File: config.mk
export PLATFORM = sky130hd
export DESIGN_NAME = icf_div
export DESIGN_NICKNAME = d
export VERILOG_FILES = /design/src/hw/rtl/icf_pkg.sv /design/src/hw/rtl/icf_div.sv
export SDC_FILE = /design/constraint.sdc
export NUM_CORES = 1
export LEC_CHECK = 0
export ABC_AREA = 1
export BUFFER_PORTS_ARGS = -buffer_cell sky130_fd_sc_hd__buf_2
export CAP_MARGIN = 0
export CORE_ASPECT_RATIO = 1.4
export CORE_MARGIN = 3
export CORE_UTILIZATION = 54
export CTS_CLUSTER_DIAMETER = 120
export DETAILED_ROUTE_END_ITERATION = 16
export GPL_ROUTABILITY_DRIVEN = 0
export PLACE_DENSITY = 0.74
export SLEW_MARGIN = 0
export SYNTH_ARGS = -nofsm -noshare
export SYNTH_HDL_FRONTEND = slang
export SYNTH_SLANG_ARGS = --single-unit
File: constraint.sdc
create_clock -name clk -period 2.5 [get_ports clk]
set_input_delay 0.375 -clock clk [delete_from_list [all_inputs] [get_ports clk]]
set_output_delay 0.375 -clock clk [all_outputs]
set_load 0.03 [all_outputs]
File: src/hw/rtl/icf_pkg.sv
// Shared constants, types and the saturation helper function of the image convolution filter.
package icf_pkg;

    localparam int MAX_RADIUS   = 2;
    localparam int KSIDE        = 2 * MAX_RADIUS + 1;
    localparam int KSIZE        = KSIDE * KSIDE;
    localparam int KIDX_BITS    = $clog2(KSIZE);
    localparam int TAP_BITS     = $clog2(KSIDE);
    localparam int MAX_WIDTH    = 1024;
    localparam int COL_BITS     = $clog2(MAX_WIDTH);
    localparam int MAX_HEIGHT   = 4096;
    localparam int STORE_ROWS   = KSIDE;
    localparam int ROW_SEL_BITS = $clog2(STORE_ROWS);
    localparam int ADDR_BITS    = ROW_SEL_BITS + COL_BITS;
    localparam int MEM_DEPTH    = STORE_ROWS * MAX_WIDTH;
    localparam int COEF_BITS    = 16;
    localparam int PIX_BITS     = 24;
    localparam int PROD_BITS    = COEF_BITS + 9;
    localparam int SUM_BITS     = COEF_BITS + 5;
    localparam int ACC_BITS     = PROD_BITS + 4;

    typedef enum logic [1:0] {
        OP_COEF  = 2'd0,
        OP_PIXEL = 2'd1,
        OP_FLUSH = 2'd2
    } op_t;

    localparam logic [1:0] CFG_RADIUS = 2'd0;
    localparam logic [1:0] CFG_WIDTH  = 2'd1;
    localparam logic [1:0] CFG_HEIGHT = 2'd2;
    localparam logic [1:0] CFG_THREE  = 2'd3;

    // Clamp a signed filter result into the 8-bit pixel range.
    function automatic logic [7:0] sat8(input logic signed [ACC_BITS-1:0] v);
        logic [7:0] r;
        if (v[ACC_BITS-1])
            r = 8'd0;
        else if (v > $signed(ACC_BITS'(255)))
            r = 8'd255;
        else
            r = v[7:0];
        return r;
    endfunction

endpackage

File: src/hw/rtl/icf_div.sv
// Serial signed divider, one quotient bit per cycle while busy, truncating toward zero.
module icf_div (
    input  logic                                 clk,
    input  logic                                 rst_n,
    input  logic                                 start,
    input  logic signed [icf_pkg::ACC_BITS-1:0]  dividend,
    input  logic signed [icf_pkg::SUM_BITS-1:0]  divisor,
    output logic                                 busy,
    output logic                                 done,
    output logic signed [icf_pkg::ACC_BITS-1:0]  quotient
);
    localparam int AB = icf_pkg::ACC_BITS;
    localparam int SB = icf_pkg::SUM_BITS;
    localparam int CNT_BITS = $clog2(AB);

    logic                busy_reg;
    logic                done_reg;
    logic                neg_reg;
    logic [CNT_BITS-1:0] cnt_reg;
    logic [AB-1:0]       dvd_reg;
    logic [SB:0]         rem_reg;
    logic [SB:0]         dsr_reg;
    logic [SB:0]         trial;
    logic                qbit;
    logic [SB:0]         rem_next;

    always_comb
    begin
        trial    = {rem_reg[SB-1:0], dvd_reg[AB-1]};
        qbit     = (trial >= dsr_reg);
        rem_next = qbit ? (trial - dsr_reg) : trial;
    end

    always_ff @(posedge clk or negedge rst_n)
    begin
        if (!rst_n)
        begin
            busy_reg <= 1'b0;
            done_reg <= 1'b0;
        end
        else
        begin
            done_reg <= 1'b0;
            if (start && !busy_reg)
            begin
                busy_reg <= 1'b1;
                cnt_reg  <= '0;
                rem_reg  <= '0;
                neg_reg  <= dividend[AB-1] ^ divisor[SB-1];
                dvd_reg  <= dividend[AB-1] ? AB'(-dividend) : AB'(dividend);
                dsr_reg  <= divisor[SB-1] ? (SB+1)'(-$signed({divisor[SB-1], divisor}))
                                          : {1'b0, divisor};
            end
            else if (busy_reg)
            begin
                rem_reg <= rem_next;
                dvd_reg <= {dvd_reg[AB-2:0], qbit};
                cnt_reg <= cnt_reg + 1'b1;
                if (cnt_reg == CNT_BITS'(AB - 1))
                begin
                    busy_reg <= 1'b0;
                    done_reg <= 1'b1;
                end
            end
        end
    end

    assign busy     = busy_reg;
    assign done     = done_reg;
    assign quotient = neg_reg ? -$signed(dvd_reg) : $signed(dvd_reg);

endmodule

==> run metrics, run 1 <==
metal3 WL 1.04 mm; Initial DRT Pass Iterations 5; CP max-delay cell edfxtp_1; Crit path max-delay family simple AND/OR/NAND/NOR gates; crit-path max FO 4; CTS Buffer Depth 2; ys async rst share 2.50%; H-tree depth 3; DRC viols 0; Total Wirelength around 20 mm; top post-synthesis cells by area edfxtp_1, nand2_1, inv_1; DR vias 7086; crit end category primary output; routed length per instance 15.2 µm; setup violators final 2; Ant. Diodes 0; #FFs+latches synth 80; grt total ovfl 0; Gate Count Post-Synth 1036; largest net degree at the start of global routing 32; most used cell, CP nand2_1; CP startpoint kind flip-flop; met2 WL 10.8 mm; starting density of the core between 50 and 60%; slew of the pin with the lowest slew margin 0.577 ns; FP Rows 49; Post-Syn Area around 0.007 mm²; final total power ~7.4 mW; Reg clk slew, reported paths 0.06 ns; Detail Route Antenna Nets 0; drt initial violations roughly 440; Synth Flop Type edfxtp_1; EDFF count, synth 78; status finished, violations left; Total Neg Setup Slack -0.0331 ns; RSZ-0062 raised after global routing yes; critical path class reg2out; CTS tree built; vias in the first global route 6821; dpl hpwl 15.7 mm; placed cells 1276; first-pass GRT wire length ~32 mm; most frequent cell after synthesis nand2_1; clk sinks 80; fmax 0.397 GHz; sequential element share of the synthesized area about a third; Final WS setup -0.0211 ns; worst-skew pair later-pin latency between 0.3 and 0.4 ns; share of cells above drive strength 1 17.9%; Required @ worst endpoint ~2.1 ns; CTS Hold Bufs 0; area grow syn2layout 19.3%; I/O pin count 84; Worst Hold Class in2async; Root Driver clkbuf_16; final hold slack 0.140 ns; CTS buffer count 9; Power per Cell Area 870 mW/mm²; initial antenna violation count 1; Clock Skews 0.00775 ns; failing checks setup timing; leading area contributor after synthesis edfxtp_1; post-synth top area share 32.8%; Horiz. Die Dim around 100 µm; top layer in use met5; final net count 1239; Yosys Warn Count 0; DR vias/cell 5.38; slew margin rel. 61.2%; max-cap violations 0; min Tclk post-route 2.52 ns; final core occ 66.1%; cell count along the critical path 9; LEAKAGE roughly 4.2 nW; sum of routed wire segments on met1 about 7 mm; max-slew violations 0; Core ar. 0.0129 mm²; Synth cell types slightly above 40; Bufs and invs on worst path 2; Die ar. 0.0147 mm²; WP data arrival roughly 2.2 ns; Mapped Nets approximately 1100; final non-filler cell total 1316; Fin. Hold Viols 0; top cells by count, synth nand2_1, inv_1, nor2_1, nand3_1, edfxtp_1; max FFs per register 29; Avg Cell Area, Syn 6.89 µm²; peak supply drop 0.411 mV; fin crit share 101%; Die Height 142 µm; Worst Reg-to-Reg Cells 12; CP max stage delay around 0.46 ns; cell chain of the critical path nor2_2 -> nand2_2 -> nand2_1 -> nand2_1 -> inv_1 -> o211ai_1 -> nor2_1 -> xor2_1 -> buf_4; Port Buf Inserts 83; all-layer global routing usage between 20% and 30%
==> kinds of logic after synthesis <==
kind of cell / share of synthesized area, %
and+or+nand+nor: 36.2
buffers and inverters: 10.1
AOI/OAI and AO/OA: 6.61
DFF: 33.5
xor gates and xnor gates: 8.46
adders and majority gates: 5.01
other: 0.0525
==> final timing paths <==
kind / from / endpoint / slack [ns]
worst min-delay path: rst_n / busy / 0.14
worst max register to register: rem_reg[16] / rem_reg[3] / 0.13
min in group clk: divisor[0] / dsr_reg[0] / 0.25
worst max-delay path: dvd_reg[7] / quotient[19] / -0.02
max in group asynchronous: rst_n / done / 2.06
worst min register to register: rem_reg[20] / rem_reg[20] / 0.57
==> final cells by class <==
| class | instances | area, µm² |
|---|---|---|
| Inverter | 157 | 589 |
| Multi-Input combinational cell | 775 | 4160 |
| Sequential cell | 80 | 2390 |
| Clock inverter | 7 | 119 |
| Tap cell | 153 | 191 |
| Fill cell | 1140 | 4360 |
| Clock buffer | 9 | 225 |
| Timing Repair Buffer | 135 | 840 |
==> power breakdown <==
group	internal [mW]	total [mW]	switching, mW
Clock	0.977	1.52	0.539
Sequential	1.90	2.12	0.222
Combinational	1.42	3.78	2.36
==> metal layers <==
layer	vias to the layer above	GRT usage (%)
met3	71	4.36
met5	-	0
met1	3216	29.0
met2	224	52.1
li1	3573	-
met4	2	13.8
==> worst reg2reg max path, cell delays in order (launching register included) <==
cell and delay, ns:
edfxtp_1 0.42, ha_1 0.41, nand2_2 0.15, inv_1 0.05, nand2_1 0.06, nand2_1 0.07, nand2_1 0.07, nand2_1 0.08
nor2_4 0.25, buf_4 0.27, nand3_1 0.10, nand3_1 0.10, o21ai_1 0.08
==> placed cells by master, fill, tap and decap left out, types with 9 or more instances in the layout <==
cell type,Yosys,layout
nand4_1,12,12
xor2_1,49,49
nand3b_1,14,14
ha_1,27,26
nand3_2,9,10
o21ai_1,11,13
nand2_1,292,286
nand3_1,92,90
o21ai_0,41,39
a31oi_1,9,9
edfxtp_1,78,78
xnor2_1,20,20
a21oi_1,23,23
inv_1,151,148
nand2_2,5,10
clkbuf_16,0,9
nor2_2,5,11
nor2_1,129,120
buf_4,2,56
buf_2,6,76
nor3_1,14,10
==> repair_timing <==
item,in CTS,in global routing
endpoints found under the setup margin,11,28
pin swaps,7,11
buffers inserted,13,11
gates resized for setup,20,24
==> metrics by stage <==
stage / instance area [µm²] / setup WS, ns
detailed placement: 7840 / 0.0145
floorplan: 7150 / 0.114
CTS: 8350 / -0.0313
global placement: 7840 / 0.000393
finish: 8520 / -0.0211
global route: 8520 / -0.122
Power figures use the tool's default switching activity.
==> run 2, diff against run 1 <==
Settings changed: CORE_MARGIN 3 to 4, PLACE_DENSITY 0.74 to 0.78.
==> run metrics, run 2 (synthesis gave the netlist of run 1 again) <==
CP startpoint kind flip-flop; Worst Hold Class in2async; clk sinks 80 (unchanged); Detail Route Antenna Nets 0 (unchanged); Die ar. 0.0152 mm² (+3.4%); fmax 0.400 GHz (+0.88%); Clock Skews 0.00592 ns (-0.00183 ns); FP Rows 49 (unchanged); dpl hpwl 15.6 mm (-0.68%); pre-CTS WS 0.0745 ns (+0.0600 ns); Initial DRT Pass Iterations 5 (unchanged); final core occ 64.9% (-1.2 points); Ant. Diodes 0 (unchanged); Total Neg Setup Slack 0 ns (+0.0331 ns); Required @ worst endpoint 2.12 ns (about the same); vias in the first global route 7098 (+4.1%); DR vias/cell 5.47 (+1.6%); I/O pin count 84 (unchanged); Crit path max-delay family simple AND/OR/NAND/NOR gates; placed cells 1274 (-0.16%); Die Height 144 µm (+1.4%); DRC viols 0 (unchanged); Final WS setup 0.00102 ns (+0.0221 ns); drt initial violations 379 (-14%); worst-skew pair later-pin latency 0.34 ns (about the same); CTS buffer count 9 (unchanged); share of cells above drive strength 1 17.2% (-0.71 points); all-layer global routing usage 26.4% (-1.4 points); Root Driver clkbuf_16; setup violators final 0 (-2); crit end category primary output; CTS tree built; RSZ-0062 raised after global routing yes; area grow syn2layout 17.0%; Fin. Hold Viols 0 (unchanged); Total Wirelength 20.4 mm (+1.7%); CP max-delay cell edfxtp_1; placement-stage cell area 0.00781 mm² (-0.35%); status complete, no violations; largest net degree at the start of global routing 37 (+16%); most frequent cells in the layout nand2_1, inv_1, nor2_1, nand3_1, edfxtp_1; Port Buf Inserts 83 (unchanged); final net count 1229 (-0.81%); Horiz. Die Dim 105 µm (+1.9%); max FFs per register 29 (unchanged); P_int 4.05 mW (-5.6%); starting density of the core 55.5% (unchanged); CTS Buffer Depth 2 (unchanged); WP data arrival 2.12 ns (-0.03 ns); min Tclk post-route 2.50 ns (-0.0221 ns); slew of the pin with the lowest slew margin 0.532 ns (-0.0459 ns); initial antenna violation count 0 (-1); DR vias 7147 (+0.86%); design area 0.00836 mm² (-1.9%); fin crit share 100% (-0.88 points); Net Sw Frac 43.7% (+1.6 points); commonest non-fill, non-tap cell in the layout nand2_1; CTS Hold Bufs 0 (unchanged); combinational share of power 52.0% (+1.0 points); most used cell, CP nand2_1; Reg clk slew, reported paths 0.06 ns (about the same); routed length per instance 15.6 µm (+2.5%); LEAKAGE 4.07 nW (-2.5%); final non-filler cell total 1306 (-0.76%); CP max stage delay 0.49 ns (+0.03 ns); first-pass GRT wire length 32.0 mm (+1.3%); Core ar. 0.0129 mm² (unchanged); Bufs and invs on worst path 1 (-1); crit-path max FO 4 (unchanged); max-slew violations 0 (unchanged); Power per Cell Area 861 mW/mm² (-1.0%); grt total ovfl 0 (unchanged); Clk pwr share 18.5% (-2.0 points); peak supply drop 0.415 mV (+0.92%); critical path class reg2out; H-tree depth 3 (unchanged); sequential power share 29.5% (+0.9 points); slew margin rel. 64.3% (+3.1 points); max-cap violations 0 (unchanged); net switching power figure 3.14 mW (+0.87%); cell chain of the critical path nor2_2 -> nand2_1 -> nor2_4 -> nand3_4 -> nor3_4 -> nand4_1 -> nand2_1 -> nand2_1 -> nand2_2 -> buf_6
run 2: final timing paths:
path                        startpoint      endpoint  slack [ns]  cells past startpoint
min reg2reg                 cnt_reg[4]          done        0.57                      2
max                         dvd_reg[9]  quotient[28]       0.001                     10
max reg2reg                rem_reg[16]    rem_reg[0]        0.18                     13
max in group asynchronous        rst_n          busy        2.07                      2
min                              rst_n          done        0.13                      2
min in group clk            divisor[0]    dsr_reg[0]        0.26                      1
run 2: final cells by class:
type	instances	area, µm²
Multi-Input combinational cell	775	4140
Clock buffer	9	225
Sequential cell	80	2390
Clock inverter	7	72.6
Fill cell	1136	4520
Inverter	157	589
Tap cell	153	191
Timing Repair Buffer	125	749
run 2: worst reg2reg max path: stages (launching register included):
cell	delay, ns
edfxtp_1	0.42
ha_1	0.34
buf_4	0.16
nand2_1	0.06
nand2_1	0.06
inv_1	0.06
nand2_1	0.07
nand2_1	0.06
nand2_1	0.08
nor2_4	0.19
buf_4	0.26
nand3_1	0.12
nand3_1	0.09
o21ai_1	0.06
run 2: per-layer routing:
metal	track usage [%]	up-vias	share of wire [%]
li1	-	3553	-
met1	26.1	3212	35
met2	51.1	292	53
met3	4.02	90	6.2
met4	16.8	0	5.7
met5	0	-	0
run 2: power groups by stage:
stage	clock network (mW)	registers [mW]	logic, mW
6_report	1.33	2.12	3.74
5_1_grt	1.40	2.15	4.19
4_1_cts	1.33	2.11	3.63
3_5_place_dp	0	2.13	3.57
3_3_place_gp	0	2.12	3.53
2_1_floorplan	0	2.07	2.76
run 2: what timing repair did:
action | CTS | global route
buffers inserted | 5 | 11
pin swaps | 2 | 13
resized for setup | 16 | 25
setup endpoints to repair | 12 | 20
run 2: metrics by stage:
| stage | hold slack, ns | power, mW |
|---|---|---|
| after floorplan | 0.0794 | 4.83 |
| after global placement | 0.465 | 5.65 |
| after detailed placement | 0.463 | 5.71 |
| after CTS | 0.105 | 7.08 |
| after global routing | 0.125 | 7.75 |
| final | 0.129 | 7.20 |
==> run 3, diff against run 2 <==
Settings changed: CORE_UTILIZATION 54 to 25, PLACE_DENSITY 0.78 to default.
==> run metrics, run 3 (synthesis gave the netlist of run 1 again) <==
FP Rows 72 (+47%); slew margin rel. 63.3% (-0.97 points); Detail Route Antenna Nets 0 (unchanged); LEAKAGE 4.13 nW (+1.4%); share of cells above drive strength 1 18.3% (+1.1 points); CTS Buffer Depth 2 (unchanged); Required @ worst endpoint 2.12 ns (about the same); Ant. Diodes 0 (unchanged); Port Buf Inserts 83 (unchanged); critical path class reg2out; grt total ovfl 0 (unchanged); initial antenna violation count 2 (+2); status complete, no violations; all-layer global routing usage 14.1% (-12 points); Core ar. 0.0279 mm² (+120%); DRC viols 0 (unchanged); pre-CTS WS -0.00416 ns (-0.0787 ns); Die Height 208 µm (+44%); starting density of the core 25.6% (-30 points); Reg clk slew, reported paths 0.06 ns (about the same); CTS buffer count 9 (unchanged); max FFs per register 29 (unchanged); area grow syn2layout 22.7%; final net count 1244 (+1.2%); fin crit share 99.6% (-0.39 points); drt initial violations 454 (+20%); commonest non-fill, non-tap cell in the layout nand2_1; top layer in use met5; vias in the first global route 6881 (-3.1%); max-cap violations 0 (unchanged); sum of routed wire segments on met1 8.61 mm (+19%); I/O pin count 84 (unchanged); Horiz. Die Dim 151 µm (+43%); routed length per instance 14.6 µm (-6.1%); Clock Skews 0.0104 ns (+0.00448 ns); largest net degree at the start of global routing 37 (unchanged); first-pass GRT wire length 34.9 mm (+9.2%); DR vias/cell 4.56 (-17%); dpl hpwl 18.1 mm (+16%); worst-skew pair later-pin latency 0.35 ns (about the same); Power per Cell Area 830 mW/mm² (-3.6%); WP data arrival 2.11 ns (about the same); most frequent cells in the layout nand2_1, inv_1, nor2_1, nand3_1, edfxtp_1; Die ar. 0.0314 mm² (+110%); met2 WL 12.0 mm (+12%); CTS Hold Bufs 0 (unchanged); Total Wirelength 22.5 mm (+11%); Fin. Hold Viols 0 (unchanged); clk sinks 80 (unchanged); max-slew violations 0 (unchanged); metal3 WL 866 µm (-32%); Worst Hold Class in2async; Initial DRT Pass Iterations 5 (unchanged); Final WS setup 0.0108 ns (+0.00980 ns); CP startpoint kind flip-flop; H-tree depth 3 (unchanged); Root Driver clkbuf_16; crit end category primary output; setup violators final 0 (unchanged); fmax 0.402 GHz (+0.39%); final hold slack 0.165 ns (+0.0358 ns); slew of the pin with the lowest slew margin 0.546 ns (+0.0144 ns); DR vias 7011 (-1.9%); RSZ-0062 raised after global routing yes; min Tclk post-route 2.49 ns (-0.00980 ns); peak supply drop 0.451 mV (+8.7%); crit-path max FO 4 (unchanged); CTS tree built
-- run 3: where the power goes --
part | leakage (nW) | internal (mW) | switching, mW
logic | 3.22 | 1.42 | 2.36
registers | 0.768 | 1.90 | 0.235
clock network | 0.136 | 0.764 | 0.585
total | 4.13 | 4.09 | 3.18
-- run 3: path summary, 6_finish.rpt --
kind / from / endpoint / slack [ns] / depth (start not counted)
min in group clk: divisor[0] / dsr_reg[0] / 0.23 / 1
max in group asynchronous: rst_n / busy / 2.04 / 2
setup / recovery: dvd_reg[0] / quotient[28] / 0.01 / 11
hold reg to reg: rem_reg[20] / rem_reg[20] / 0.57 / 2
hold / removal: rst_n / done / 0.17 / 2
setup reg to reg: dvd_reg[28] / rem_reg[16] / 0.18 / 15
-- run 3: what timing repair did --
item	in CTS	in global routing
resized for setup	27	19
pin swaps	4	7
endpoints found under the setup margin	11	21
buffers inserted	15	11
-- run 3: layer usage --
| metal | vias to the layer above | global-route usage [%] |
|---|---|---|
| met5 | - | 0 |
| met4 | 4 | 7.13 |
| met3 | 58 | 1.70 |
| met2 | 198 | 26.9 |
| met1 | 3179 | 14.8 |
| li1 | 3572 | - |
-- run 3: worst max-delay path, stage by stage, from the launching register on --
cell,delay (ns)
edfxtp_1,0.44
inv_2,0.11
ha_2,0.19
nand2_2,0.07
inv_2,0.08
nand3_4,0.12
nor3_4,0.16
nand4_1,0.16
nand2_2,0.15
nand2_2,0.09
nand2_2,0.07
buf_6,0.13
-- run 3: through the flow --
step	utilization, %	total power [mW]	area (µm²)	TNS (ns)	instances
floorplan	-	4.83	7150	0	1036
global placement	29.1	5.76	8130	0	1496
detailed placement	29.1	5.78	8130	-0.00416	1496
CTS	30.9	7.20	8620	0	1527
global route	31.4	7.81	8760	-0.456	1538
finish	31.4	7.27	8760	0	1538
-- run 3: area by class of cell --
class                           count  area (µm²)
Timing Repair Buffer              140         885
Fill cell                        3055       19200
Tap cell                          370         463
Multi-Input combinational cell    775        4140
Clock inverter                      7        62.6
Clock buffer                        9         225
Sequential cell                    80        2390
Inverter                          157         593
